File: config.mk
export PLATFORM = sky130hd
export DESIGN_NAME = bis_map
export DESIGN_NICKNAME = d
export VERILOG_FILES = /design/src/rtl/bis_pkg.sv /design/src/rtl/bis_map.sv
export SDC_FILE = /design/constraint.sdc
export NUM_CORES = 1
export LEC_CHECK = 0
export BUFFER_PORTS_ARGS = -buffer_cell sky130_fd_sc_hd__clkbuf_2
export CORE_MARGIN = 8
export CORE_UTILIZATION = 62
export DETAILED_ROUTE_END_ITERATION = 16
export PLACE_DENSITY = 0.84
export SLEW_MARGIN = 10
export SYNTH_ARGS = -nofsm -noshare
export SYNTH_HDL_FRONTEND = slang
export SYNTH_SLANG_ARGS = --single-unit
export TNS_END_PERCENT = 5
File: constraint.sdc
create_clock -name clk -period 3.5 [get_ports clk]
set_clock_uncertainty 0.1 [all_clocks]
set_input_delay 0.7 -clock clk [delete_from_list [all_inputs] [get_ports clk]]
set_output_delay 0.7 -clock clk [all_outputs]
set_load 0.005 [all_outputs]
File: src/rtl/bis_pkg.sv
// Shared types and constants of the bilinear image scaler.
`timescale 1ns / 1ps
package bis_pkg;

    // Field widths fixed by the interface
    localparam int CMD_W      = 1;
    localparam int LOAD_W     = 9;
    localparam int DEST_W     = 14;
    localparam int SCALE_W    = 20;
    localparam int SIZE_W     = 10;
    localparam int CHAN_W     = 8;
    localparam int NUM_CHAN   = 3;
    localparam int PIX_W      = CHAN_W * NUM_CHAN;
    localparam int PROD_W     = DEST_W + SCALE_W;
    localparam int NUM_BANKS  = 4;
    localparam int CFG_IDX_W  = 2;
    localparam int CFG_DATA_W = 20;

    // Register reset values
    localparam logic [SCALE_W-1:0] SCALE_RESET = 20'd65536;
    localparam logic [SIZE_W-1:0]  SIZE_RESET  = 10'd512;
    localparam logic [CHAN_W-1:0]  CHAN_MAX    = 8'hFF;

    // Command codes
    typedef enum logic [CMD_W-1:0] {
        CMD_LOAD  = 1'b0,
        CMD_QUERY = 1'b1
    } cmd_t;

    // Configuration register indexes
    typedef enum logic [CFG_IDX_W-1:0] {
        REG_INV_SCALE_X   = 2'd0,
        REG_INV_SCALE_Y   = 2'd1,
        REG_SOURCE_WIDTH  = 2'd2,
        REG_SOURCE_HEIGHT = 2'd3
    } cfg_reg_t;

    // Query control handed from the address stage to the blend pipeline
    typedef struct packed {
        logic valid;
        logic in_range;
        logic par_x;
        logic par_y;
    } query_ctrl_t;

endpackage

File: src/rtl/bis_map.sv
// Coordinate mapping, bounds check and bank address generation.
`timescale 1ns / 1ps
module bis_map #(
    parameter int MAX_WIDTH  = 512,
    parameter int MAX_HEIGHT = 512,
    parameter int FRAC_BITS  = 16,
    parameter int ADDR_W     = 16
) (
    input  logic                                          clk,
    input  logic                                          rst_n,
    input  logic                                          accept,
    input  logic                                          command,
    input  logic [bis_pkg::LOAD_W-1:0]                    load_col,
    input  logic [bis_pkg::LOAD_W-1:0]                    load_row,
    input  logic [bis_pkg::PIX_W-1:0]                     load_pix,
    input  logic [bis_pkg::DEST_W-1:0]                    dest_col,
    input  logic [bis_pkg::DEST_W-1:0]                    dest_row,
    input  logic [bis_pkg::SCALE_W-1:0]                   inv_scale_x,
    input  logic [bis_pkg::SCALE_W-1:0]                   inv_scale_y,
    input  logic [bis_pkg::SIZE_W-1:0]                    source_width,
    input  logic [bis_pkg::SIZE_W-1:0]                    source_height,
    output logic [bis_pkg::NUM_BANKS-1:0]                 bank_en,
    output logic [bis_pkg::NUM_BANKS-1:0]                 bank_we,
    output logic [bis_pkg::NUM_BANKS-1:0][ADDR_W-1:0]     bank_addr,
    output logic [bis_pkg::PIX_W-1:0]                     bank_wdata,
    output bis_pkg::query_ctrl_t                          ctrl,
    output logic [FRAC_BITS-1:0]                          frac_x,
    output logic [FRAC_BITS-1:0]                          frac_y
);
    import bis_pkg::*;

    localparam int HALF_W = (MAX_WIDTH + 1) / 2;
    localparam int HALF_H = (MAX_HEIGHT + 1) / 2;
    localparam int HC_W   = (HALF_W > 1) ? $clog2(HALF_W) : 1;
    localparam int HR_W   = (HALF_H > 1) ? $clog2(HALF_H) : 1;
    localparam int PX_W   = PROD_W - FRAC_BITS;

    // stage 1 registers
    logic                valid1_reg;
    logic                query1_reg;
    logic [LOAD_W-1:0]   col1_reg;
    logic [LOAD_W-1:0]   row1_reg;
    logic [PIX_W-1:0]    pix1_reg;
    logic [PROD_W-1:0]   sx1_reg;
    logic [PROD_W-1:0]   sy1_reg;

    // stage 2 registers
    query_ctrl_t          ctrl_reg;
    query_ctrl_t          ctrl_next;
    logic [FRAC_BITS-1:0] fx_reg;
    logic [FRAC_BITS-1:0] fy_reg;

    // stage 1 combinational
    logic [PX_W-1:0]      px;
    logic [PX_W-1:0]      py;
    logic [PX_W:0]        px_inc;
    logic [PX_W:0]        py_inc;
    logic                 in_range;
    logic [HC_W-1:0]      qcol_base;
    logic [HR_W-1:0]      qrow_base;
    logic [HC_W-1:0]      lcol;
    logic [HR_W-1:0]      lrow;
    logic                 load_ok;
    logic [HC_W-1:0]      hc;
    logic [HR_W-1:0]      hr;

    // accept stage: scale multiply and load capture
    always_ff @(posedge clk or negedge rst_n)
    begin
        if (!rst_n)
        begin
            valid1_reg <= 1'b0;
        end
        else
        begin
            valid1_reg <= accept;
        end
    end

    always_ff @(posedge clk)
    begin
        if (accept)
        begin
            query1_reg <= (command == CMD_QUERY);
            col1_reg   <= load_col;
            row1_reg   <= load_row;
            pix1_reg   <= load_pix;
            sx1_reg    <= PROD_W'(dest_col) * PROD_W'(inv_scale_x);
            sy1_reg    <= PROD_W'(dest_row) * PROD_W'(inv_scale_y);
        end
    end

    // base, fraction, bounds and per-bank addresses
    always_comb
    begin
        px        = sx1_reg[PROD_W-1:FRAC_BITS];
        py        = sy1_reg[PROD_W-1:FRAC_BITS];
        px_inc    = {1'b0, px} + (PX_W+1)'(1);
        py_inc    = {1'b0, py} + (PX_W+1)'(1);
        in_range  = (px_inc < (PX_W+1)'(source_width)) &&
                    (px_inc < (PX_W+1)'(MAX_WIDTH)) &&
                    (py_inc < (PX_W+1)'(source_height)) &&
                    (py_inc < (PX_W+1)'(MAX_HEIGHT));
        qcol_base = px[HC_W:1];
        qrow_base = py[HR_W:1];
        lcol      = HC_W'(col1_reg >> 1);
        lrow      = HR_W'(row1_reg >> 1);
        load_ok   = (32'(col1_reg) < 32'(MAX_WIDTH)) && (32'(row1_reg) < 32'(MAX_HEIGHT));
        hc        = '0;
        hr        = '0;
        for (int b = 0; b < NUM_BANKS; b++)
        begin
            if (query1_reg)
            begin
                // even-parity bank takes the next column or row when base is odd
                hc = (b[0] == 1'b0) ? qcol_base + HC_W'(px[0]) : qcol_base;
                hr = (b[1] == 1'b0) ? qrow_base + HR_W'(py[0]) : qrow_base;
                bank_en[b] = valid1_reg;
                bank_we[b] = 1'b0;
            end
            else
            begin
                hc = lcol;
                hr = lrow;
                bank_en[b] = valid1_reg && load_ok &&
                             (col1_reg[0] == b[0]) && (row1_reg[0] == b[1]);
                bank_we[b] = 1'b1;
            end
            bank_addr[b] = ADDR_W'(hr * HALF_W) + ADDR_W'(hc);
        end
        bank_wdata = pix1_reg;

        ctrl_next.valid    = valid1_reg && query1_reg;
        ctrl_next.in_range = in_range;
        ctrl_next.par_x    = px[0];
        ctrl_next.par_y    = py[0];
    end

    // control aligned with the bank read data
    always_ff @(posedge clk or negedge rst_n)
    begin
        if (!rst_n)
        begin
            ctrl_reg <= '0;
        end
        else
        begin
            ctrl_reg <= ctrl_next;
        end
    end

    always_ff @(posedge clk)
    begin
        fx_reg <= sx1_reg[FRAC_BITS-1:0];
        fy_reg <= sy1_reg[FRAC_BITS-1:0];
    end

    assign ctrl   = ctrl_reg;
    assign frac_x = fx_reg;
    assign frac_y = fy_reg;

endmodule

After elaboration in Yosys (flattened, before gate mapping)
Index checks and enable logic that the tools add are counted.
{ "word_totals": {"register_bits": 148, "latchBits": 0, "ramBits": 0, "mem_bits_ro": 0, "input_bits": 134, "out_inout_bits": 132, "mem_count": 0} }
{ "classes": {"n_addsub": 8, "multipliers": 2, "n_div": 0, "order_cmp": 4, "n_eq_ne": 0, "shifts": 0, "mux": 9, "n_bitwise": 2, "n_reduce_logical": 10} }
{ "ops": {"columns": ["operator", "n"], "rows": [
  ["$mul A14 B20 Y34", 2],
  ["$add A16 B8 Y16", 4],
  ["$add A18 B1 Y19 const B", 2],
  ["$lt A19 B10 Y1", 2],
  ["$lt A19 B10 Y1 const B", 2],
  ["$mux W8", 4],
  ["$add A8 B1 Y8", 2],
  ["$logic_and A1 B1 Y1", 10],
  ["$mux W1", 5],
  ["$not A1 Y1", 2]
]} }

Depth between registers and ports, before layout
Gate-level depths: netlist of run 1.
{ "depth": {"ltp_word": 5, "ltp_mapped": 23, "ltp_nobuf": 22} }

Worst setup path before layout of run 1
OpenSTA, ideal clock, no wires.
{ "synth_path": {"path_kind": "input port to flip-flop", "start": "input dest_row[5] (netlist bit)", "end": "register sy1_reg[33] (data pin)", "setup_ns": 0.136, "arrival_ns": 6.189, "required_time_ns": 3.264, "path_slack_ns": -2.925, "path_stages": 20, "n_path_buf": 1, "path_cell_list": "clkbuf_1 -> nand2_1 -> fa_1 -> fa_1 -> inv_1 -> fa_1 -> fa_1 -> fa_1 -> inv_1 -> fa_1 -> inv_1 -> ha_1 -> a211o_1 -> a21oi_2 -> o21ai_1 -> a211o_1 -> a221o_1 -> a21o_1 -> or4_1 -> nand3_1"} }
{ "synth_between": {"elab_chain_len": 1} }
{ "synth_rtl": {"columns": ["element", "line", "rtl"], "rows": [
  ["start, declared", "bis_map.sv:17", "input logic [bis_pkg::DEST_W-1:0] dest_row,"],
  ["$mul A14 B20 Y34", "bis_map.sv:89", "sy1_reg <= PROD_W'(dest_row) * PROD_W'(inv_scale_y);"],
  ["end signal, assigned", "bis_map.sv:89", null],
  ["end, declared", "bis_map.sv:45", "logic [PROD_W-1:0] sy1_reg;"]
]} }
No other way between the ends.
A chain may end at the register's enable or synchronous reset.

Final worst setup path of run 1
{ "layout_path": {"start": "input dest_row[4] (netlist bit)", "end": "register sy1_reg[33] (data pin)"} }
Same word-level chain as after synthesis.

==> results, run 1 <==
- The run finished, with violations left.
- The final reports fail on negative setup slack.
- The deepest level of the CTS H-tree is 4.
- At the worst endpoint, the arrival time is 6.30 ns.
- The CTS tree is done.
- The start point of the critical path is dest_row[4].
- The routed design could run at a clock period as short as 6.11 ns.
- The DRC violation count after routing is 0.
- The wire length of the first global-routing pass is 107,000 um.
- The core region is 0.0384 sq mm.
- The layout net count is 3,763.
- Yosys mapped the design onto 62 distinct sky130hd cell types.
- The post-synthesis xor/xnor area fraction is 0.0296.
- Entering global routing, the biggest net connects 48 pins.
- In the post-route analysis, the smallest setup slack over all paths is -2.61 ns.
- The relative max-transition margin is 0.517.
- The critical path in this run is classified as in -> reg.
- The count of state elements after synthesis is 148.
- Counting the buffers created by CTS gives 17.
- The number of antenna violations at the first check in global routing was 0.
- The die span in y is 213 um.
- The worst setup path is captured at a register.
- The transition time of the tightest slew-check pin is 0.720 ns.
- The number of buffers added on ports is 265.
- The number of sinks driven by the clock tree is 148.
- The share of the synthesized area in compound gates (AO/OA/AOI/OAI) is 0.0568.
- The number of max-slew violations in the final report is 0.
- The most frequently used flop master after synthesis is edfxtp_1.
- Once detailed placement completed, the half-perimeter wirelength came to 55,200 um.
- Setup repair after global routing could not meet its margin everywhere.
- After synthesis, the mean cell area works out to 9.55 sq um.
- Across every metal layer, demand over resource in global routing totals 0.297.
- Counting every net in the synthesized netlist gives 3,290.
- The maximum fanout along the worst path is 10.
- The library cells used most frequently in the layout, excluding fill and tap cells, are inv_1, fa_1, nand2_1, buf_4, and2_1.
- The top-area cell type share of the netlist area is 0.356.
- In this run the clock root is driven by a clkbuf_16.
- The growth of design area from synthesis to finish is 22.9%.
- The via count normalized by instance count is 5.60.
- The die covers 0.0452 sq mm.
- fa_1 takes more of the synthesized area than any other cell.
- Derived from the worst setup path, the maximum achievable clock frequency is 164 MHz.
- OpenSTA, run right after detailed placement, puts the worst setup slack at -3.22 ns.
- The mux cell area share after synthesis is 0.00970.
- The via count of the first global-routing pass came to 21,500.
- In the final layout, the share of cells above drive strength 1 is 0.262.
- The area fraction in and, or, nand and nor cells after synthesis is 0.164.
- The site row count is 72.
- Dividing the final minimum period by the clock period gives 1.75.
- Setup violations remaining at the end of the flow were counted as 59.
- The number of diodes is 0.
- The worst register-to-register path begins at sy1_reg[20].
- The placer's final routability congestion estimate is 1.03.
- The count of max-cap constraint violations is 0.
- The wire length reported by the detailed router is 69,000 um.
- The hold violation count in the final report is 0.
- The share of synthesized area occupied by flip-flops and latches is 0.171.
- The worst setup path is launched from a primary input.
- The total congestion overflow is 0.
- The mapped netlist covers 0.0240 sq mm.
- After synthesis, the cell types taking the most area are fa_1, edfxtp_1, ha_1.
- The path class of the lowest-slack min-delay path is reg -> reg.
- The first TritonRoute pass finished after 6 iterations.
- In this run the most critical hold path is launched from sy1_reg[15].
- Measured along the x axis, the die boundary spans 213 um.
- The number of standard cells after synthesis is 2,512.
- Across all layers, the routed design uses 19,700 vias.
- No sink is reached through more buffers than the 2 on the longest clock path.
- The Yosys step of the flow raised 0 warnings.
- Once detail routing completed, the nets flagged for antenna violations numbered 0.
- The most common cell after layout, fill and taps aside is inv_1.
- The required time at the endpoint of the critical path is 3.69 ns.
- Clock-pin slew was measured on the worst setup and hold paths at 0.07 ns.
- The initial utilization of the core area, before any placement, comes to 0.625.
- The routed wire length per instance is 19.6 um.
- The adder-cell area share of the yosys netlist is 0.469.
- The number of enable-type register cells in the synthesized netlist is 111.
- By area, the combinational part of the netlist is dominated by adder cells.
- The iteration-0 DRC count of the detailed router is 1,796.
- The clock reaches the later pin of the worst-skew pair after 0.42 ns.
- In this run the count of I/O pins placed on the die edge is 266.
- The proportion of synthesized flip-flops having asynchronous set or reset is 0.0338.
-- layer usage --
metal	wire length, um	vias up	track usage	part of all wire
li1	-	8689	-	-
met4	2650	0	0.123	0.038
met2	34300	987	0.512	0.50
met5	0	-	0	0
met1	26200	9805	0.365	0.38
met3	5910	211	0.0555	0.086
-- cells by family after synthesis --
logic type,count (synthesis)
buffers and inverters,602
AND/OR/NAND/NOR,807
multiplexers,21
flip-flops,148
XOR/XNOR,81
adder cells (fa/ha/maj),644
AO/OA/AOI/OAI,209
-- repair_timing --
item / 4_1_cts / 5_1_grt
pin swaps: 33 / 19
gates cloned: 0 / 1
setup endpoints to repair: 60 / 60
setup buffers: 3 / 7
hold buffers: 1 / 0
resized for setup: 116 / 85
endpoints found under the hold margin: 5 / 0
-- synthesized netlist by cell type (12+ instances only) --
master    count
nor2_1       68
fa_1        426
and2_1      256
buf_4        35
a21o_1       35
dfxtp_1      32
mux2_2       18
nand3_1      35
xor2_1       26
nand2b_1     13
a21oi_1      61
clkbuf_1    116
ha_1        218
o21ai_0      30
nor3_1       13
xnor2_1      55
inv_1       450
nand4_1      12
edfxtp_1    111
nand2_1     367
-- area by class of cell --
| type | count | area [sq um] |
|---|---|---|
| inverter | 451 | 1690 |
| sequential | 148 | 4100 |
| clock inverter | 12 | 106 |
| fill | 2458 | 8910 |
| timing repair buffer | 605 | 4150 |
| multi-input combinational | 1762 | 18300 |
| tap | 518 | 648 |
| clock buffer | 20 | 468 |
-- metrics by stage --
stage               hold slack, ns  TNS, ns  instances  utilization  instance area [sq um]
finish                       0.242  -115.78       3516        0.768                  29500
global route                 0.243  -124.64       3516        0.768                  29500
CTS                          0.242  -112.43       3508        0.757                  29000
detailed placement           0.228  -149.01       3472        0.727                  27900
global placement             0.224  -143.91       3472        0.727                  27900
floorplan                    0.223  -122.07       2512            -                  24200
-- worst max-delay path, stage by stage --
cell and delay [ns]:
clkbuf_8 0.14, and2_1 0.16, fa_1 0.47, inv_1 0.05
fa_1 0.49, inv_2 0.04, fa_1 0.51, inv_2 0.04
fa_1 0.52, inv_1 0.05, fa_1 0.46, fa_1 0.55
ha_4 0.23, a21oi_2 0.23, a21oi_2 0.10, nor4bb_4 0.16
a211o_1 0.30, a221o_1 0.35, a21o_1 0.21, or4_1 0.42
nand3_1 0.09
-- worst paths after layout --
path	slack, ns	cells past startpoint	end
min in group asynchronous	0.56	2	ctrl[1]
min reg2reg	0.24	0	frac_y[15]
max in group asynchronous	2.58	2	ctrl[2]
min	0.24	0	frac_y[15]
max reg2reg	0.15	12	ctrl[2]
max	-2.61	21	sy1_reg[33]
Power of run 1 is not shown: default switching activity piles up to over one toggle a cycle in this logic, so the estimate is an artifact.
==> run 2, diff against run 1 <==
- CORE_UTILIZATION: 62 -> 67
- PLACE_DENSITY: 0.84 -> 0.9
- clock period: 3.5 -> 7.1 ns (I/O delays scaled with it)
==> results, run 2 (same netlist as run 1, synthesis figures left out) <==
- The number of diodes is 0 (unchanged).
- The final core utilization is 0.774 (was 0.768).
- The hold violation count in the final report is 0 (unchanged).
- The layout net count is 3,627 (was 3,763).
- The die span in y is 205 um (was 213 um).
- The iteration-0 DRC count of the detailed router is 1,482 (was 1,796).
- The number of detailed-route iterations in the first pass was 6 (unchanged).
- The count of vias placed by the detailed router is 19,100 (was 19,700).
- The maximum root-to-sink buffer count came to 2 (unchanged).
- The routed wire length per instance was 19.8 um (was 19.6 um).
- The category of the worst setup path launch point is a primary input (unchanged).
- Based on the critical path, the design can be clocked at up to 144 MHz.
- The DRC violation count after routing is 0 (unchanged).
- The pre-CTS setup slack is -0.374 ns (was -3.22 ns).
- The type of the setup path with the least slack was in -> reg (unchanged).
- The launch instance of the worst register-to-register path is sy1_reg[19] (was sy1_reg[20]).
- The final worst-path setup slack is 0.138 ns (was -2.61 ns).
- The transition time of the tightest slew-check pin is 0.815 ns (was 0.720 ns).
- The number of buffers added on ports is 265 (unchanged).
- The number of antenna violations at the first check in global routing is 0 (unchanged).
- The most common cell after layout, fill and taps aside was inv_1 (unchanged).
- The initial core utilization is 0.678 (was 0.625).
- The growth of design area from synthesis to finish is 14.2% (was 22.9%).
- The site row count is 69 (was 72).
- The count of nets left with antenna violations after detail routing is 0 (unchanged).
- The die outline width was 205 um (was 213 um).
- The count of max-cap constraint violations is 0 (unchanged).
- Of the available clock period, the critical path in the final layout requires 0.981.
- The reg-to-reg setup timing slack is 3.64 ns (was 0.15 ns).
- The overall track demand over capacity in global routing is 0.320 (was 0.297).
- The clock-pin slew reported for the worst setup and hold paths after clock tree synthesis is 0.07 ns (about the same).
- The CTS tree is done (unchanged).
- The maximum fanout along the worst path came to 8 (was 10).
- The floorplan core area is 0.0354 sq mm (was 0.0384 sq mm).
- The wire length reported by the detailed router was 65,700 um (was 69,000 um).
- The relative max-transition margin is 0.457 (was 0.517).
- The number of buffers added by the clock tree synthesis step came to 17 (unchanged).
- The total number of cells along the worst setup path is 21 (unchanged).
- The wire length of the first global-routing pass was 106,000 um (was 107,000 um).
- The peak per-stage delay on the critical path was 0.53 ns (was 0.55 ns).
- The number of max-slew violations in the final report is 0 (unchanged).
- Setup repair after global routing missed its margin: yes (unchanged).
- The nature of the critical path endpoint is a register (unchanged).
- The capture point of the worst reg-to-reg path is ctrl[2] (unchanged).
- The number of sinks driven by the clock tree is 148 (unchanged).
- The number of filler cells placed in the layout is 2,276 (was 2,458).
- The post-layout minimum cycle time is 6.96 ns.
- The worst reg2reg path depth was 12 (unchanged).
- The final number of setup-violating endpoints came to 0 (was 59).
- Commonest cells after routing, fill and taps aside: inv_1, fa_1, nand2_1, clkbuf_2, and2_1 (was inv_1, fa_1, nand2_1, buf_4, and2_1).
- The post-cts hold buffer count is 0 (was 1).
- The via count of the first global-routing pass came to 20,900 (was 21,500).
- The fraction of layout cells with a size suffix above 1 came to 0.187 (was 0.262).
- The number of top-level pins is 266 (unchanged).
- Status: finished clean (was complete, but fails checks).
- The signal arrival time at the worst endpoint came to 7.16 ns (was 6.30 ns).
- The via count normalized by instance count is 5.76 (was 5.60).
- The pin count of the biggest net entering global routing is 63 (was 48).
- The cell at the slowest stage of the critical path is fa_1 (unchanged).
- The required time at the endpoint of the critical path is 7.30 ns (was 3.69 ns).
- The placer's final routability congestion estimate is 0.938 (was 1.03).
- The family with the most delay on the worst path is adder cells (unchanged).
- The overall die area is 0.0421 sq mm (was 0.0452 sq mm).
- The number of buffers and inverters on the critical path is 5 (unchanged).
- The path class of the lowest-slack min-delay path is reg -> reg (unchanged).
- The clock latency of the later-clocked register in the worst-skew pair was 0.43 ns (was 0.42 ns).
- The cell type with the highest occurrence count on the critical path is fa_1 (unchanged).
- The total congestion overflow came to 0 (unchanged).
- The deepest level of the CTS H-tree is 4 (unchanged).
- The termination of the worst setup path is sy1_reg[33] (unchanged).
- The final-layout setup total negative slack is 0 ns (was -115.78 ns).
- Cell breakdown of the critical path: buf_2 -> and2_1 -> fa_1 -> inv_1 -> fa_1 -> inv_1 -> fa_1 -> inv_1 -> fa_1 -> inv_1 -> fa_1 -> fa_1 -> ha_1 -> a21oi_1 -> a21oi_1 -> nor4bb_2 -> a211o_1 -> a221o_1 -> a21o_1 -> or4_1 -> nand3_1 (was clkbuf_8 -> and2_1 -> fa_1 -> inv_1 -> fa_1 -> inv_2 -> fa_1 -> inv_2 -> fa_1 -> inv_1 -> fa_1 -> fa_1 -> ha_4 -> a21oi_2 -> a21oi_2 -> nor4bb_4 -> a211o_1 -> a221o_1 -> a21o_1 -> or4_1 -> nand3_1).
- The half-perimeter wire length after placement is 55,600 um (was 55,200 um).
- The root buffer cell is clkbuf_16 (unchanged).
- The start point of the critical path is dest_row[2] (was dest_row[4]).
==> run 2: cell count changes in the layout (fill, tap and decap cells not counted), sizes merged <==
cell         previous run  this run
buf                   348       207
clkbuf                276       280
clkinvlp                1         4
dlygate4sd3             1         0
inv                   459       458
==> run 2: final cells by class <==
type / instances / area [sq um] / area share
repair buffers: 469 / 2870 / 0.105
inverters: 451 / 1690 / 0.0618
clock buffers: 18 / 429 / 0.0157
clock inverters: 14 / 119 / 0.00434
multi-input cells: 1762 / 17600 / 0.642
flip-flops and latches: 148 / 4100 / 0.150
well taps: 461 / 577 / 0.0211
==> run 2: how the worst min path moves through the flow <==
stage           startpoint    endpoint  slack, ns  cells after the start
6_report        sy1_reg[3]   frac_y[3]       0.24                      0
5_1_grt         sx1_reg[9]   frac_x[9]       0.25                      0
4_1_cts         sy1_reg[3]   frac_y[3]       0.24                      0
3_5_place_dp   sy1_reg[14]  frac_y[14]       0.23                      0
3_3_place_gp    sy1_reg[6]   frac_y[6]       0.22                      0
2_1_floorplan   sx1_reg[0]   frac_x[0]       0.22                      0
==> run 2: per-layer routing <==
metal  track usage  part of all wire
met1         0.389              0.37
met4         0.139             0.046
met2         0.545              0.49
met5             0                 0
met3        0.0732              0.10
==> run 2: metrics by stage <==
step / hold slack [ns] / instance area, sq um / cells
after floorplan: 0.223 / 24000 / 2512
after global placement: 0.224 / 26800 / 3291
after detailed placement: 0.227 / 26800 / 3291
after CTS: 0.240 / 27300 / 3323
after global routing: 0.252 / 27400 / 3323
final: 0.241 / 27400 / 3323
==> run 2: what timing repair did <==
item / CTS / global route
endpoints found under the setup margin: 0 / 23
gates resized for setup: 0 / 18
buffers inserted: 0 / 0
Power of run 2 is left out for the same reason.
